File: config.mk
export PLATFORM = sky130hd
export DESIGN_NAME = grid_neighbor_address_generator
export DESIGN_NICKNAME = d
export VERILOG_FILES = /design/src/hw/rtl/gnag_pkg.sv /design/src/hw/rtl/grid_neighbor_address_generator.sv /design/src/hw/rtl/gnag_queue.sv /design/src/hw/rtl/gnag_front.sv /design/src/hw/rtl/gnag_back.sv
export SDC_FILE = /design/constraint.sdc
export NUM_CORES = 1
export LEC_CHECK = 0
export BUFFER_PORTS_ARGS = -buffer_cell sky130_fd_sc_hd__clkbuf_2
export CAP_MARGIN = 20
export CORE_UTILIZATION = 45
export DETAILED_ROUTE_END_ITERATION = 8
export SLEW_MARGIN = 5
export SYNTH_ARGS = -nofsm -noshare
export SYNTH_HDL_FRONTEND = slang
export SYNTH_SLANG_ARGS = --single-unit
File: constraint.sdc
create_clock -name clk -period 4.6 [get_ports clk]
set_clock_uncertainty 0.1 [all_clocks]
set_input_delay 0.23 -clock clk [delete_from_list [all_inputs] [get_ports clk]]
set_output_delay 0.23 -clock clk [all_outputs]
set_load 0.05 [all_outputs]
File: src/hw/rtl/gnag_pkg.sv
// shared types, constants and offset tables for the grid neighbor address generator
`default_nettype none

package gnag_pkg;

    localparam int COORD_W     = 6;
    localparam int DIM_W       = 7;
    localparam int INDEX_W     = 18;
    localparam int CFG_INDEX_W = 2;
    localparam int MOORE_COUNT = 26;
    localparam int VN_COUNT    = 6;
    localparam int SLOT_W      = $clog2(MOORE_COUNT);
    localparam int VN_IDX_W    = $clog2(VN_COUNT);
    localparam int QUEUE_DEPTH = 4;
    localparam int QUEUE_PTR_W = $clog2(QUEUE_DEPTH);
    localparam int QUEUE_CNT_W = $clog2(QUEUE_DEPTH + 1);

    localparam logic [CFG_INDEX_W-1:0] REG_GRID_WIDTH  = 2'd0;
    localparam logic [CFG_INDEX_W-1:0] REG_GRID_HEIGHT = 2'd1;
    localparam logic [CFG_INDEX_W-1:0] REG_GRID_DEPTH  = 2'd2;
    localparam logic [CFG_INDEX_W-1:0] REG_NBHD_MODE   = 2'd3;

    localparam logic MODE_MOORE       = 1'b0;
    localparam logic MODE_VON_NEUMANN = 1'b1;

    localparam logic [DIM_W-1:0] DIM_RESET = 7'd5;

    typedef enum logic [1:0] {
        OFS_NEG,
        OFS_ZERO,
        OFS_POS
    } axis_ofs_t;

    typedef struct packed {
        axis_ofs_t dz;
        axis_ofs_t dy;
        axis_ofs_t dx;
    } ofs_t;

    typedef struct packed {
        logic [COORD_W-1:0] cell_x;
        logic [COORD_W-1:0] cell_y;
        logic [COORD_W-1:0] cell_z;
    } query_t;

    typedef struct packed {
        logic [INDEX_W-1:0] neighbor_index;
        logic [COORD_W-1:0] neighbor_x;
        logic [COORD_W-1:0] neighbor_y;
        logic [COORD_W-1:0] neighbor_z;
        logic               last_neighbor;
    } result_t;

    typedef struct packed {
        logic [DIM_W-1:0] width;
        logic [DIM_W-1:0] height;
        logic [DIM_W-1:0] depth;
        logic             mode;
    } grid_cfg_t;

    typedef struct packed {
        query_t                 target;
        logic                   mode;
        logic [MOORE_COUNT-1:0] slots;
    } item_t;

    typedef struct packed {
        logic empty;
        logic full;
    } queue_stat_t;

    // z outermost, then y, then x; center skipped
    localparam ofs_t MOORE_OFS [MOORE_COUNT] = '{
        '{OFS_NEG,  OFS_NEG,  OFS_NEG}, '{OFS_NEG,  OFS_NEG,  OFS_ZERO},
        '{OFS_NEG,  OFS_NEG,  OFS_POS}, '{OFS_NEG,  OFS_ZERO, OFS_NEG},
        '{OFS_NEG,  OFS_ZERO, OFS_ZERO}, '{OFS_NEG,  OFS_ZERO, OFS_POS},
        '{OFS_NEG,  OFS_POS,  OFS_NEG}, '{OFS_NEG,  OFS_POS,  OFS_ZERO},
        '{OFS_NEG,  OFS_POS,  OFS_POS}, '{OFS_ZERO, OFS_NEG,  OFS_NEG},
        '{OFS_ZERO, OFS_NEG,  OFS_ZERO}, '{OFS_ZERO, OFS_NEG,  OFS_POS},
        '{OFS_ZERO, OFS_ZERO, OFS_NEG}, '{OFS_ZERO, OFS_ZERO, OFS_POS},
        '{OFS_ZERO, OFS_POS,  OFS_NEG}, '{OFS_ZERO, OFS_POS,  OFS_ZERO},
        '{OFS_ZERO, OFS_POS,  OFS_POS}, '{OFS_POS,  OFS_NEG,  OFS_NEG},
        '{OFS_POS,  OFS_NEG,  OFS_ZERO}, '{OFS_POS,  OFS_NEG,  OFS_POS},
        '{OFS_POS,  OFS_ZERO, OFS_NEG}, '{OFS_POS,  OFS_ZERO, OFS_ZERO},
        '{OFS_POS,  OFS_ZERO, OFS_POS}, '{OFS_POS,  OFS_POS,  OFS_NEG},
        '{OFS_POS,  OFS_POS,  OFS_ZERO}, '{OFS_POS,  OFS_POS,  OFS_POS}
    };

    // -x, +x, -y, +y, -z, +z
    localparam ofs_t VN_OFS [VN_COUNT] = '{
        '{OFS_ZERO, OFS_ZERO, OFS_NEG}, '{OFS_ZERO, OFS_ZERO, OFS_POS},
        '{OFS_ZERO, OFS_NEG,  OFS_ZERO}, '{OFS_ZERO, OFS_POS,  OFS_ZERO},
        '{OFS_NEG,  OFS_ZERO, OFS_ZERO}, '{OFS_POS,  OFS_ZERO, OFS_ZERO}
    };

    function automatic ofs_t slot_offset(input logic mode, input logic [SLOT_W-1:0] slot);
        ofs_t r;
        r = '{OFS_ZERO, OFS_ZERO, OFS_ZERO};
        if (mode == MODE_VON_NEUMANN)
        begin
            if (slot < SLOT_W'(VN_COUNT))
            begin
                r = VN_OFS[slot[VN_IDX_W-1:0]];
            end
        end
        else if (slot < SLOT_W'(MOORE_COUNT))
        begin
            r = MOORE_OFS[slot];
        end
        return r;
    endfunction

    function automatic logic slot_count_ok(input logic mode, input logic [SLOT_W-1:0] slot);
        logic ok;
        if (mode == MODE_VON_NEUMANN)
        begin
            ok = slot < SLOT_W'(VN_COUNT);
        end
        else
        begin
            ok = slot < SLOT_W'(MOORE_COUNT);
        end
        return ok;
    endfunction

    function automatic logic [DIM_W-1:0] step_coord(input logic [COORD_W-1:0] c,
                                                    input axis_ofs_t o);
        logic [DIM_W-1:0] r;
        case (o)
            OFS_NEG:  r = {1'b0, c} - 1'b1;
            OFS_POS:  r = {1'b0, c} + 1'b1;
            OFS_ZERO: r = {1'b0, c};
            default:  r = {1'b0, c};
        endcase
        return r;
    endfunction

endpackage

`default_nettype wire

File: src/hw/rtl/grid_neighbor_address_generator.sv
// top level: configuration registers, classifier, item queue and emitter
//
//  channel   direction  handshake             payload
//  query     in         start / busy          query_t (cell_x, cell_y, cell_z)
//  result    out        result_strobe         result_t (index, x, y, z, last)
//  config    in         cfg_we                cfg_index, cfg_data
//
// one result beat per clock for each in-grid neighbor (up to 26, or 6 in von neumann
// mode); a cell with no neighbor is dropped by the classifier and gives no result
// first result path: classifier register, queue, emitter, s1, s2 and output registers
// busy rises only when the four-entry queue and the classifier register are both full
// results cannot be held off; reset clears all control state, no clearing pass
`default_nettype none

module grid_neighbor_address_generator
    import gnag_pkg::*;
#(
    parameter int MAX_GRID_DIM = 64
)
(
    input  wire logic                   clk,
    input  wire logic                   rst_n,
    input  wire logic                   start,
    output logic                        busy,
    input  wire query_t                 query,
    output logic                        result_strobe,
    output result_t                     result,
    input  wire logic                   cfg_we,
    input  wire logic [CFG_INDEX_W-1:0] cfg_index,
    input  wire logic [DIM_W-1:0]       cfg_data
);

    localparam int DIM_MAX_VAL = (MAX_GRID_DIM > (1 << DIM_W) - 1) ? (1 << DIM_W) - 1
                                                                 : MAX_GRID_DIM;
    localparam logic [DIM_W-1:0] DIM_CAP = DIM_W'(DIM_MAX_VAL);

    grid_cfg_t   cfg_reg;
    queue_stat_t qstat;
    logic        push;
    item_t       push_item;
    logic        pop;
    item_t       head_item;

    function automatic logic [DIM_W-1:0] clamp_dim(input logic [DIM_W-1:0] v);
        logic [DIM_W-1:0] r;
        r = v;
        if (v == '0)
        begin
            r = DIM_W'(1);
        end
        else if (v > DIM_CAP)
        begin
            r = DIM_CAP;
        end
        return r;
    endfunction

    always_ff @(posedge clk or negedge rst_n)
    begin
        if (!rst_n)
        begin
            cfg_reg.width  <= DIM_RESET;
            cfg_reg.height <= DIM_RESET;
            cfg_reg.depth  <= DIM_RESET;
            cfg_reg.mode   <= MODE_MOORE;
        end
        else if (cfg_we)
        begin
            case (cfg_index)
                REG_GRID_WIDTH:  cfg_reg.width  <= clamp_dim(cfg_data);
                REG_GRID_HEIGHT: cfg_reg.height <= clamp_dim(cfg_data);
                REG_GRID_DEPTH:  cfg_reg.depth  <= clamp_dim(cfg_data);
                REG_NBHD_MODE:   cfg_reg.mode   <= cfg_data[0];
                default:         cfg_reg        <= cfg_reg;
            endcase
        end
    end

    gnag_front u_front (
        .clk       (clk),
        .rst_n     (rst_n),
        .start     (start),
        .query     (query),
        .cfg       (cfg_reg),
        .qstat     (qstat),
        .busy      (busy),
        .push      (push),
        .push_item (push_item)
    );

    gnag_queue u_queue (
        .clk       (clk),
        .rst_n     (rst_n),
        .push      (push),
        .push_item (push_item),
        .pop       (pop),
        .head_item (head_item),
        .stat      (qstat)
    );

    gnag_back u_back (
        .clk           (clk),
        .rst_n         (rst_n),
        .cfg           (cfg_reg),
        .head_item     (head_item),
        .qstat         (qstat),
        .pop           (pop),
        .result_strobe (result_strobe),
        .result        (result)
    );

endmodule

`default_nettype wire

File: src/hw/rtl/gnag_queue.sv
// small item queue between the classifier and the emitter
`default_nettype none

module gnag_queue
    import gnag_pkg::*;
(
    input  wire logic        clk,
    input  wire logic        rst_n,
    input  wire logic        push,
    input  wire item_t       push_item,
    input  wire logic        pop,
    output item_t            head_item,
    output queue_stat_t      stat
);

    item_t                  entry_reg [QUEUE_DEPTH];
    logic [QUEUE_PTR_W-1:0] wr_ptr_reg, wr_ptr_next;
    logic [QUEUE_PTR_W-1:0] rd_ptr_reg, rd_ptr_next;
    logic [QUEUE_CNT_W-1:0] count_reg, count_next;
    logic                   do_push;
    logic                   do_pop;

    assign stat.empty = (count_reg == '0);
    assign stat.full  = (count_reg == QUEUE_CNT_W'(QUEUE_DEPTH));
    assign head_item  = entry_reg[rd_ptr_reg];

    assign do_push = push && !stat.full;
    assign do_pop  = pop && !stat.empty;

    always_comb
    begin
        wr_ptr_next = wr_ptr_reg;
        rd_ptr_next = rd_ptr_reg;
        count_next  = count_reg;
        if (do_push)
        begin
            wr_ptr_next = wr_ptr_reg + 1'b1;
        end
        if (do_pop)
        begin
            rd_ptr_next = rd_ptr_reg + 1'b1;
        end
        if (do_push && !do_pop)
        begin
            count_next = count_reg + 1'b1;
        end
        else if (do_pop && !do_push)
        begin
            count_next = count_reg - 1'b1;
        end
    end

    always_ff @(posedge clk or negedge rst_n)
    begin
        if (!rst_n)
        begin
            wr_ptr_reg <= '0;
            rd_ptr_reg <= '0;
            count_reg  <= '0;
        end
        else
        begin
            wr_ptr_reg <= wr_ptr_next;
            rd_ptr_reg <= rd_ptr_next;
            count_reg  <= count_next;
        end
    end

    always_ff @(posedge clk)
    begin
        if (do_push)
        begin
            entry_reg[wr_ptr_reg] <= push_item;
        end
    end

endmodule

`default_nettype wire

File: src/hw/rtl/gnag_front.sv
// input stage: takes a query cell and works out which neighbor slots are in the grid
`default_nettype none

module gnag_front
    import gnag_pkg::*;
(
    input  wire logic        clk,
    input  wire logic        rst_n,
    input  wire logic        start,
    input  wire query_t      query,
    input  wire grid_cfg_t   cfg,
    input  wire queue_stat_t qstat,
    output logic             busy,
    output logic             push,
    output item_t            push_item
);

    logic                   fr_valid_reg, fr_valid_next;
    item_t                  fr_item_reg;
    logic                   accept;
    logic                   in_grid;
    logic [MOORE_COUNT-1:0] slots;

    function automatic logic axis_ok(input axis_ofs_t o, input logic lo_ok, input logic hi_ok);
        logic r;
        case (o)
            OFS_NEG:  r = lo_ok;
            OFS_POS:  r = hi_ok;
            OFS_ZERO: r = 1'b1;
            default:  r = 1'b0;
        endcase
        return r;
    endfunction

    always_comb
    begin
        logic x_lo, x_hi, y_lo, y_hi, z_lo, z_hi;
        ofs_t ofs_k;
        x_lo = (query.cell_x != '0);
        y_lo = (query.cell_y != '0);
        z_lo = (query.cell_z != '0);
        x_hi = (({1'b0, query.cell_x} + 1'b1) < cfg.width);
        y_hi = (({1'b0, query.cell_y} + 1'b1) < cfg.height);
        z_hi = (({1'b0, query.cell_z} + 1'b1) < cfg.depth);
        in_grid = ({1'b0, query.cell_x} < cfg.width)
               && ({1'b0, query.cell_y} < cfg.height)
               && ({1'b0, query.cell_z} < cfg.depth);
        for (int k = 0; k < MOORE_COUNT; k++)
        begin
            ofs_k = slot_offset(cfg.mode, SLOT_W'(k));
            slots[k] = in_grid && slot_count_ok(cfg.mode, SLOT_W'(k))
                    && axis_ok(ofs_k.dx, x_lo, x_hi)
                    && axis_ok(ofs_k.dy, y_lo, y_hi)
                    && axis_ok(ofs_k.dz, z_lo, z_hi);
        end
    end

    assign busy      = fr_valid_reg && qstat.full;
    assign accept    = start && !busy;
    assign push      = fr_valid_reg && !qstat.full;
    assign push_item = fr_item_reg;

    always_comb
    begin
        fr_valid_next = fr_valid_reg && qstat.full;
        if (accept)
        begin
            // a cell with no neighbor in the grid is dropped here
            fr_valid_next = (slots != '0);
        end
    end

    always_ff @(posedge clk or negedge rst_n)
    begin
        if (!rst_n)
        begin
            fr_valid_reg <= 1'b0;
        end
        else
        begin
            fr_valid_reg <= fr_valid_next;
        end
    end

    always_ff @(posedge clk)
    begin
        if (accept)
        begin
            fr_item_reg.target <= query;
            fr_item_reg.mode   <= cfg.mode;
            fr_item_reg.slots  <= slots;
        end
    end

endmodule

`default_nettype wire

File: src/hw/rtl/gnag_back.sv
// emitter: walks the in-grid slots of one item and computes coordinates and linear index
`default_nettype none

module gnag_back
    import gnag_pkg::*;
(
    input  wire logic        clk,
    input  wire logic        rst_n,
    input  wire grid_cfg_t   cfg,
    input  wire item_t       head_item,
    input  wire queue_stat_t qstat,
    output logic             pop,
    output logic             result_strobe,
    output result_t          result
);

    typedef struct packed {
        logic [DIM_W-1:0] nx;
        logic [DIM_W-1:0] ny;
        logic [DIM_W-1:0] nz;
        logic             last;
    } coord_beat_t;

    typedef struct packed {
        logic [DIM_W-1:0]     nx;
        logic [DIM_W-1:0]     ny;
        logic [DIM_W-1:0]     nz;
        logic [2*DIM_W-1:0]   py;
        logic [INDEX_W-1:0]   pz;
        logic                 last;
    } prod_beat_t;

    query_t                 cur_cell_reg;
    logic                   cur_mode_reg;
    logic [MOORE_COUNT-1:0] cur_rem_reg, cur_rem_next;
    logic [2*DIM_W-1:0]     wh_reg;

    logic [MOORE_COUNT-1:0] pick;
    logic [MOORE_COUNT-1:0] rem_after;
    logic [SLOT_W-1:0]      slot;
    logic                   emit;
    logic                   finishing;
    ofs_t                   ofs;
    coord_beat_t            coord;

    logic                   s1_valid_reg;
    coord_beat_t            s1_reg;
    logic                   s2_valid_reg;
    prod_beat_t             s2_reg;
    logic                   out_valid_reg;
    result_t                out_reg;
    logic [3*DIM_W-1:0]     pz_full;

    assign emit      = (cur_rem_reg != '0);
    assign pick      = cur_rem_reg & (~cur_rem_reg + 1'b1);
    assign rem_after = cur_rem_reg & ~pick;
    assign finishing = emit && (rem_after == '0);
    assign pop       = (!emit || finishing) && !qstat.empty;

    always_comb
    begin
        slot = '0;
        for (int i = 0; i < MOORE_COUNT; i++)
        begin
            if (pick[i])
            begin
                slot = slot | SLOT_W'(i);
            end
        end
    end

    assign ofs        = slot_offset(cur_mode_reg, slot);
    assign coord.nx   = step_coord(cur_cell_reg.cell_x, ofs.dx);
    assign coord.ny   = step_coord(cur_cell_reg.cell_y, ofs.dy);
    assign coord.nz   = step_coord(cur_cell_reg.cell_z, ofs.dz);
    assign coord.last = finishing;

    always_comb
    begin
        cur_rem_next = cur_rem_reg;
        if (pop)
        begin
            cur_rem_next = head_item.slots;
        end
        else if (emit)
        begin
            cur_rem_next = rem_after;
        end
    end

    assign pz_full = (3*DIM_W)'(s1_reg.nz) * (3*DIM_W)'(wh_reg);

    always_ff @(posedge clk or negedge rst_n)
    begin
        if (!rst_n)
        begin
            cur_rem_reg   <= '0;
            s1_valid_reg  <= 1'b0;
            s2_valid_reg  <= 1'b0;
            out_valid_reg <= 1'b0;
        end
        else
        begin
            cur_rem_reg   <= cur_rem_next;
            s1_valid_reg  <= emit;
            s2_valid_reg  <= s1_valid_reg;
            out_valid_reg <= s2_valid_reg;
        end
    end

    always_ff @(posedge clk)
    begin
        wh_reg <= (2*DIM_W)'(cfg.width) * (2*DIM_W)'(cfg.height);
        if (pop)
        begin
            cur_cell_reg <= head_item.target;
            cur_mode_reg <= head_item.mode;
        end
        s1_reg      <= coord;
        s2_reg.nx   <= s1_reg.nx;
        s2_reg.ny   <= s1_reg.ny;
        s2_reg.nz   <= s1_reg.nz;
        s2_reg.last <= s1_reg.last;
        s2_reg.py   <= (2*DIM_W)'(s1_reg.ny) * (2*DIM_W)'(cfg.width);
        s2_reg.pz   <= pz_full[INDEX_W-1:0];
        out_reg.neighbor_index <= INDEX_W'(s2_reg.nx) + INDEX_W'(s2_reg.py) + s2_reg.pz;
        out_reg.neighbor_x     <= s2_reg.nx[COORD_W-1:0];
        out_reg.neighbor_y     <= s2_reg.ny[COORD_W-1:0];
        out_reg.neighbor_z     <= s2_reg.nz[COORD_W-1:0];
        out_reg.last_neighbor  <= s2_reg.last;
    end

    assign result_strobe = out_valid_reg;
    assign result        = out_reg;

endmodule

`default_nettype wire

* Yosys cells after proc, flatten, opt, wreduce, memory -nomap -nowiden
Memory sizes are Yosys's and may differ from the RTL's. Cells that the tools add are included. W data, S select, Z words.
Storage, ports and cells: register bits 248, memory bits (writable) 180, bits in read-only memories 240, bits of input ports 31, output and inout port bits 39, memories 3
Memories:
- (no name shown) | words 32, bits a word 6, read ports 1, clocked after Yosys merged registers in 0, write ports 0, RTL line gnag_pkg.sv:108 | r = MOORE_OFS[slot];
- u_queue.entry_reg | words 4, bits a word 45, read ports 1, clocked after Yosys merged registers in 0, write ports 1, RTL line gnag_queue.sv:16 | item_t entry_reg [QUEUE_DEPTH];
- (no name shown) | words 8, bits a word 6, read ports 1, clocked after Yosys merged registers in 0, write ports 0, RTL line gnag_pkg.sv:103 | r = VN_OFS[slot[VN_IDX_W-1:0]];
Cells by class: add/subtract/negate cells 16, multiply operators 3, order comparisons 11, equality and inequality tests 167, multiplexer cells 208, bitwise gates (word level) 6, reduce and logical (&&, ||, !) cells 193
Operators by type and width (number):
- $mux W6 | 67
- $pmux W1 S3 | 78
- $eq A2 B2 Y1 const B | 83
- $logic_not A2 Y1 | 82
- $mux W7 | 23
- $eq A2 B1 Y1 const B | 79
- $logic_and A1 B1 Y1 | 90
- $mux W26 | 3
- $and A26 B26 Y26 | 2
- $not A26 Y26 | 2
- $reduce_bool A26 Y1 | 2
- $mux W5 | 10
- $add A6 B1 Y7 const B | 6
- $pmux W7 S2 | 3
- $mux W4 | 8
- $mul A7 B7 Y14 | 2
- $add A26 B1 Y26 const B | 1
- $logic_not A26 Y1 | 1
- $lt A6 B7 Y1 | 3
- $lt A7 B7 Y1 | 3
- $mux W3 | 7
- $sub A6 B1 Y7 const B | 3
- $add A18 B18 Y18 | 1
- $mul A7 B14 Y18 | 1
- 22 further kinds | 44

* Longest topological paths before layout
depth in word-level cells 37, depth in mapped cells 21, gate-level depth less buffers 20

* Hierarchy
Synthesis repeated with hierarchy kept, for this count alone.
Second synthesis, totals: cells, all modules 1884, area, all modules 23498.8 µm²
By module, submodules not included:
- gnag_back | instances 1, cells an instance 1294, area an instance 12859.8 µm², sequential area each 3798.6 µm²
- gnag_queue | instances 1, cells an instance 271, area an instance 6939.2 µm², sequential area each 5580.4 µm²
- gnag_front | instances 1, cells an instance 240, area an instance 2795.2 µm², sequential area each 1376.3 µm²
- grid_neighbor_address_generator | instances 1, cells an instance 79, area an instance 904.6 µm², sequential area each 558.0 µm²

* Least setup slack after synthesis
OpenSTA, ideal clock, no wires.
path type reg-to-reg, start point reg u_back.s1_reg[7] (netlist bit), end point reg u_back.s2_reg[18] (netlist bit), arrival time 4545 ps, required time 4428 ps, setup slack -117 ps, cell stages (with the launch flop) 16, path buffers 1, period minus slack after synthesis 4717 ps, path through dfxtp_1 > clkbuf_1 > nand2_1 > fa_1 > inv_1 > fa_1 > fa_1 > fa_1 > ha_1 > or2_2 > o31ai_1 > o31ai_1 > o41ai_1 > o2111ai_1 > a21oi_1 > xnor2_1
On the way: cells in the longest elaborated chain, start to end 1
RTL lines:
- from (decl) | RTL line gnag_back.sv:47 | coord_beat_t s1_reg;
- from (signal assigned) | RTL line gnag_back.sv:119 | s1_reg <= coord;
- $mul A7 B14 Y18 | RTL line gnag_back.sv:91 | assign pz_full = (3*DIM_W)'(s1_reg.nz) * (3*DIM_W)'(wh_reg);
- named net u_back.pz_full[17] | RTL line gnag_back.sv:52 | logic [3*DIM_W-1:0] pz_full;
- to (decl) | RTL line gnag_back.sv:49 | prod_beat_t s2_reg;
The timed path passes the listed nets, and every way through them passes these cells. A chain may end at the register's enable or synchronous reset.

* Worst setup path in the final report
start point reg u_back.cur_rem_reg[8], end point reg u_back.s1_reg[21] (netlist bit)
On the way: cells in the longest elaborated chain, start to end 30
RTL lines:
- from (decl) | RTL line gnag_back.sv:35 | logic [MOORE_COUNT-1:0] cur_rem_reg, cur_rem_next;
- from (signal assigned) | RTL line gnag_back.sv:104 | cur_rem_reg <= cur_rem_next;
- $not A26 Y26 | RTL line gnag_back.sv:55 | assign pick = cur_rem_reg & (~cur_rem_reg + 1'b1);
- $add A26 B1 Y26 | RTL line gnag_back.sv:55
- $and A26 B26 Y26 (*) | RTL line gnag_back.sv:55
- $mux W4 (8 in a row) | RTL line gnag_back.sv:65 | if (pick[i])
- $mux W5 (9 in a row) | RTL line gnag_back.sv:65
- $mux W5 (*) | RTL line gnag_back.sv:65
- $not A5 Y6 (implied by the code) | RTL line gnag_pkg.sv:108
- $mem_v2 Z32 W6
- $mux W6 (implied by the code) (2 in a row) | RTL line gnag_pkg.sv:108
- $mux W6 | RTL line gnag_pkg.sv:106 | else if (slot < SLOT_W'(MOORE_COUNT))
- $mux W6 | RTL line gnag_pkg.sv:99 | if (mode == MODE_VON_NEUMANN)
- $mux W6 (*) | RTL line gnag_pkg.sv:99
- $eq A2 B2 Y1 or $logic_not A2 Y1 (tied branches) | RTL line gnag_pkg.sv:129 | case (o)
- $pmux W7 S2 (*) | RTL line gnag_pkg.sv:129
Mark *: on every way between the ends. The rest lies on a longest branch, timed or not. The select of a mux whose other input is x is not followed.

==> impl_metrics.env <==
export IMPL_layout_drive_gt1_share_pct=20.0
export IMPL_worstSetupPathType="reg -> reg"
export IMPL_startpoint_type="register"
export IMPL_grt_pass1_wl_um=82000
export IMPL_startpoint="u_back.cur_rem_reg[8]"
export IMPL_synth_top_cells_by_area="edfxtp_1 32%, dfxtp_1 11%, ha_1 9.8%, fa_1 9.6%, dfrtp_1 5.7%"
export IMPL_syn_inst=1874
export IMPL_seqPwrFrac_pct=29.1
export IMPL_postRouteAntennaNets=0
export IMPL_syn_nets=2196
export IMPL_avgSynthCellArea_um2=12.3
export IMPL_reg2reg_from="u_back.cur_rem_reg[8]"
export IMPL_die_width_um=228
export IMPL_fin_util_pct=54.0
export IMPL_final_common_cell="edfxtp_1"
export IMPL_power_density_nw_per_um2=752
export IMPL_grt_antenna_before_repair=1
export IMPL_overflow=0
export IMPL_grt_max_degree=48
export IMPL_diodes=0
export IMPL_cp_arrival_ns=4.86
export IMPL_die_h_um=228
export IMPL_hpwl_um=37100
export IMPL_hold_class="in -> reg"
export IMPL_cts_made_buffers=46
export IMPL_vias=14611
export IMPL_crit_path_end="u_back.s1_reg[21]"
export IMPL_cp_required_ns=5.00
export IMPL_wirelength_um=50900
export IMPL_yosys_most_used_dff="edfxtp_1"
export IMPL_clockBufferDepth=3
export IMPL_finalHoldViolCount=0
export IMPL_synth_edf_count=244
export IMPL_setup_viol_count_final=0
export IMPL_synth_top_area_share_pct=31.7
export IMPL_dpl_instance_area_um2=24900
export IMPL_worst_pin_slew_ns=1.02
export IMPL_ys_warn_count=0
export IMPL_irDropWorstVdd_mv=0.486
export IMPL_fmax_mhz=224
export IMPL_coreArea_um2=50400
export IMPL_synth_area_leader_cell="edfxtp_1"
export IMPL_htree_levels=2
export IMPL_io_buffers=69
export IMPL_p_leak_nw=11.7
export IMPL_synth_distinct_cells=87
export IMPL_crit_fanout=6
export IMPL_area_delta_synth_final_pct=17.9
export IMPL_cts_sinks=428
export IMPL_maxCapViolCount=0
export IMPL_gp_congestion=0.895
export IMPL_largest_reg_flops=180
export IMPL_cts_tree="yes"
export IMPL_finalCritPeriodShare_pct=97.0
export IMPL_syn_area_um2=23100
export IMPL_cp_end_kind="register"
export IMPL_ff2ff_path_depth=19
export IMPL_clk_latency_ns=0.60
export IMPL_start_util_pct=45.8
export IMPL_vias_per_cell=5.22
export IMPL_status="complete, no violations"
export IMPL_min_period_ns=4.46
export IMPL_ys_seq_elements=428
export IMPL_internal_power_mw=12.3
export IMPL_switchingPower_mw=8.16
export IMPL_finalNetCount=2409
export IMPL_io_pins=70
export IMPL_p_sw_share_pct=39.9
export IMPL_clock_power_share_pct=19.7
export IMPL_rr_endpoint="u_back.s1_reg[21]"
export IMPL_combPwrFrac_pct=51.2
export IMPL_async_flop_share_pct=13.8
export IMPL_reg2reg_slack_ns=0.14
export IMPL_num_rows=82
export IMPL_stdcell_count=2797
export IMPL_first_global_vias=15354
export IMPL_final_setup_tns_ns=0
export IMPL_dp_cells=2673
export IMPL_slew_viol_final=0
export IMPL_wire_per_inst_um=18.2
export IMPL_total_power_mw=20.5
export IMPL_grt_usage_pct=20.0
export IMPL_drt_pass1_iterations=5
export IMPL_yosysSeqAreaShare_pct=49.0
export IMPL_drc=0
export IMPL_final_cell_mix="244 x edfxtp_1, 180 x inv_1, 176 x nand2_1, 176 x ha_1, 113 x dfxtp_1"
export IMPL_drtIter0Drc=951
export IMPL_cts_root_buffer="clkbuf_16"
export IMPL_die_area_um2=52200
export IMPL_clkTransAtPathRegs_ns=0.06
export IMPL_final_area_um2=27200
export IMPL_relSlewSlack_pct=32.1
cell type report:
type                            instances  area, um2
Fill cell                            4282      23200
Multi-Input combinational cell       1221      11200
Clock inverter                         26        412
Clock buffer                           60       1290
Sequential cell                       428      11300
Tap cell                              672        841
Inverter                              186        698
Timing Repair Buffer                  204       1450
critical path, stage by stage (launching register included):
cell and delay, ns:
dfrtp_1 0.41, nor4_4 0.36, buf_4 0.19, nand4_4 0.15
nor2_1 0.21, a221oi_2 0.11, and3_1 0.22, inv_1 0.10
ha_1 0.24, mux2_2 0.27, o21ai_2 0.16, o22ai_4 0.09
or3_4 0.39, fa_1 0.48, a21o_1 0.21, a21oi_2 0.15
nor2_1 0.07, a211oi_2 0.18, o21ai_0 0.13, a21oi_1 0.14
power groups by stage:
stage / combinational [mW] / sequential (mW) / clock (mW)
6_report: 10.5 / 5.95 / 4.02
5_1_grt: 11.7 / 6.06 / 4.28
4_1_cts: 10.2 / 5.95 / 4.13
3_5_place_dp: 10.1 / 6.02 / 0
3_3_place_gp: 9.96 / 5.99 / 0
2_1_floorplan: 6.81 / 6.27 / 0
synthesized netlist by cell type (4+ instances only):
cell type	number
a41oi_1	4
nor3_1	30
a22o_1	10
mux4_2	45
mux2_4	5
or3_1	8
o21bai_1	11
edfxtp_1	244
and2_1	69
dfstp_2	6
a21oi_1	66
nand2_1	177
nor2_1	90
fa_1	111
buf_1	6
mux2_2	12
or2_2	7
o31ai_1	8
a21o_1	26
nor2b_1	10
clkbuf_1	26
o2111ai_1	5
a211oi_1	13
nand4_1	5
nand3_1	34
inv_1	185
o2bb2ai_1	9
dfrtp_1	53
nand2b_1	16
nor4_1	7
a21boi_0	5
xor2_1	22
o21ai_0	60
dfxtp_1	125
o21a_1	8
xnor2_1	78
ha_1	180
buf_2	4
o211ai_1	6
and3_1	16
per-stage QoR:
step           setup slack, ns  hold WS [ns]
6_report                 0.138        0.0348
5_1_grt                 -0.155        0.0621
4_1_cts                 0.0146        0.0144
3_5_place_dp           -0.0356         0.132
3_3_place_gp            0.0270         0.119
2_1_floorplan          0.00462        -0.166
worst min-delay path by stage:
stage | start | endpoint | depth (start not counted)
2_1_floorplan | rst_n | cfg_reg[0] | 0
3_3_place_gp | rst_n | cfg_reg[2] | 1
3_5_place_dp | rst_n | cfg_reg[2] | 1
4_1_cts | cfg_index[0] | cfg_reg[15] | 3
5_1_grt | cfg_index[1] | cfg_reg[15] | 3
6_report | cfg_index[0] | cfg_reg[15] | 3
logic make-up after synthesis:
kind of cell | count (synthesis) | share of synthesized area (%)
flops | 428 | 49.0
compound gates | 268 | 7.81
buf+inv | 225 | 3.76
simple gates | 496 | 10.8
mux | 63 | 5.34
xor+xnor | 100 | 3.79
fa+ha+maj | 294 | 19.5
layer usage:
layer / track usage [%] / up-vias / routed length [um]
met5: 0 / - / 13
met4: 6.08 / 2 / 1260
met3: 2.76 / 86 / 1940
met2: 33.0 / 295 / 24100
met1: 27.4 / 7225 / 23500
li1: - / 7003 / -
what timing repair did:
item                                   CTS  global route
hold buffers                            28             0
endpoints found under the hold margin   63             0
gates resized for setup                  4            68
setup buffers                            0            10
pin swaps                                0            23
setup endpoints to repair                2            13
cloned                                   0             0
No activity file was read; power rests on OpenSTA's default activity.
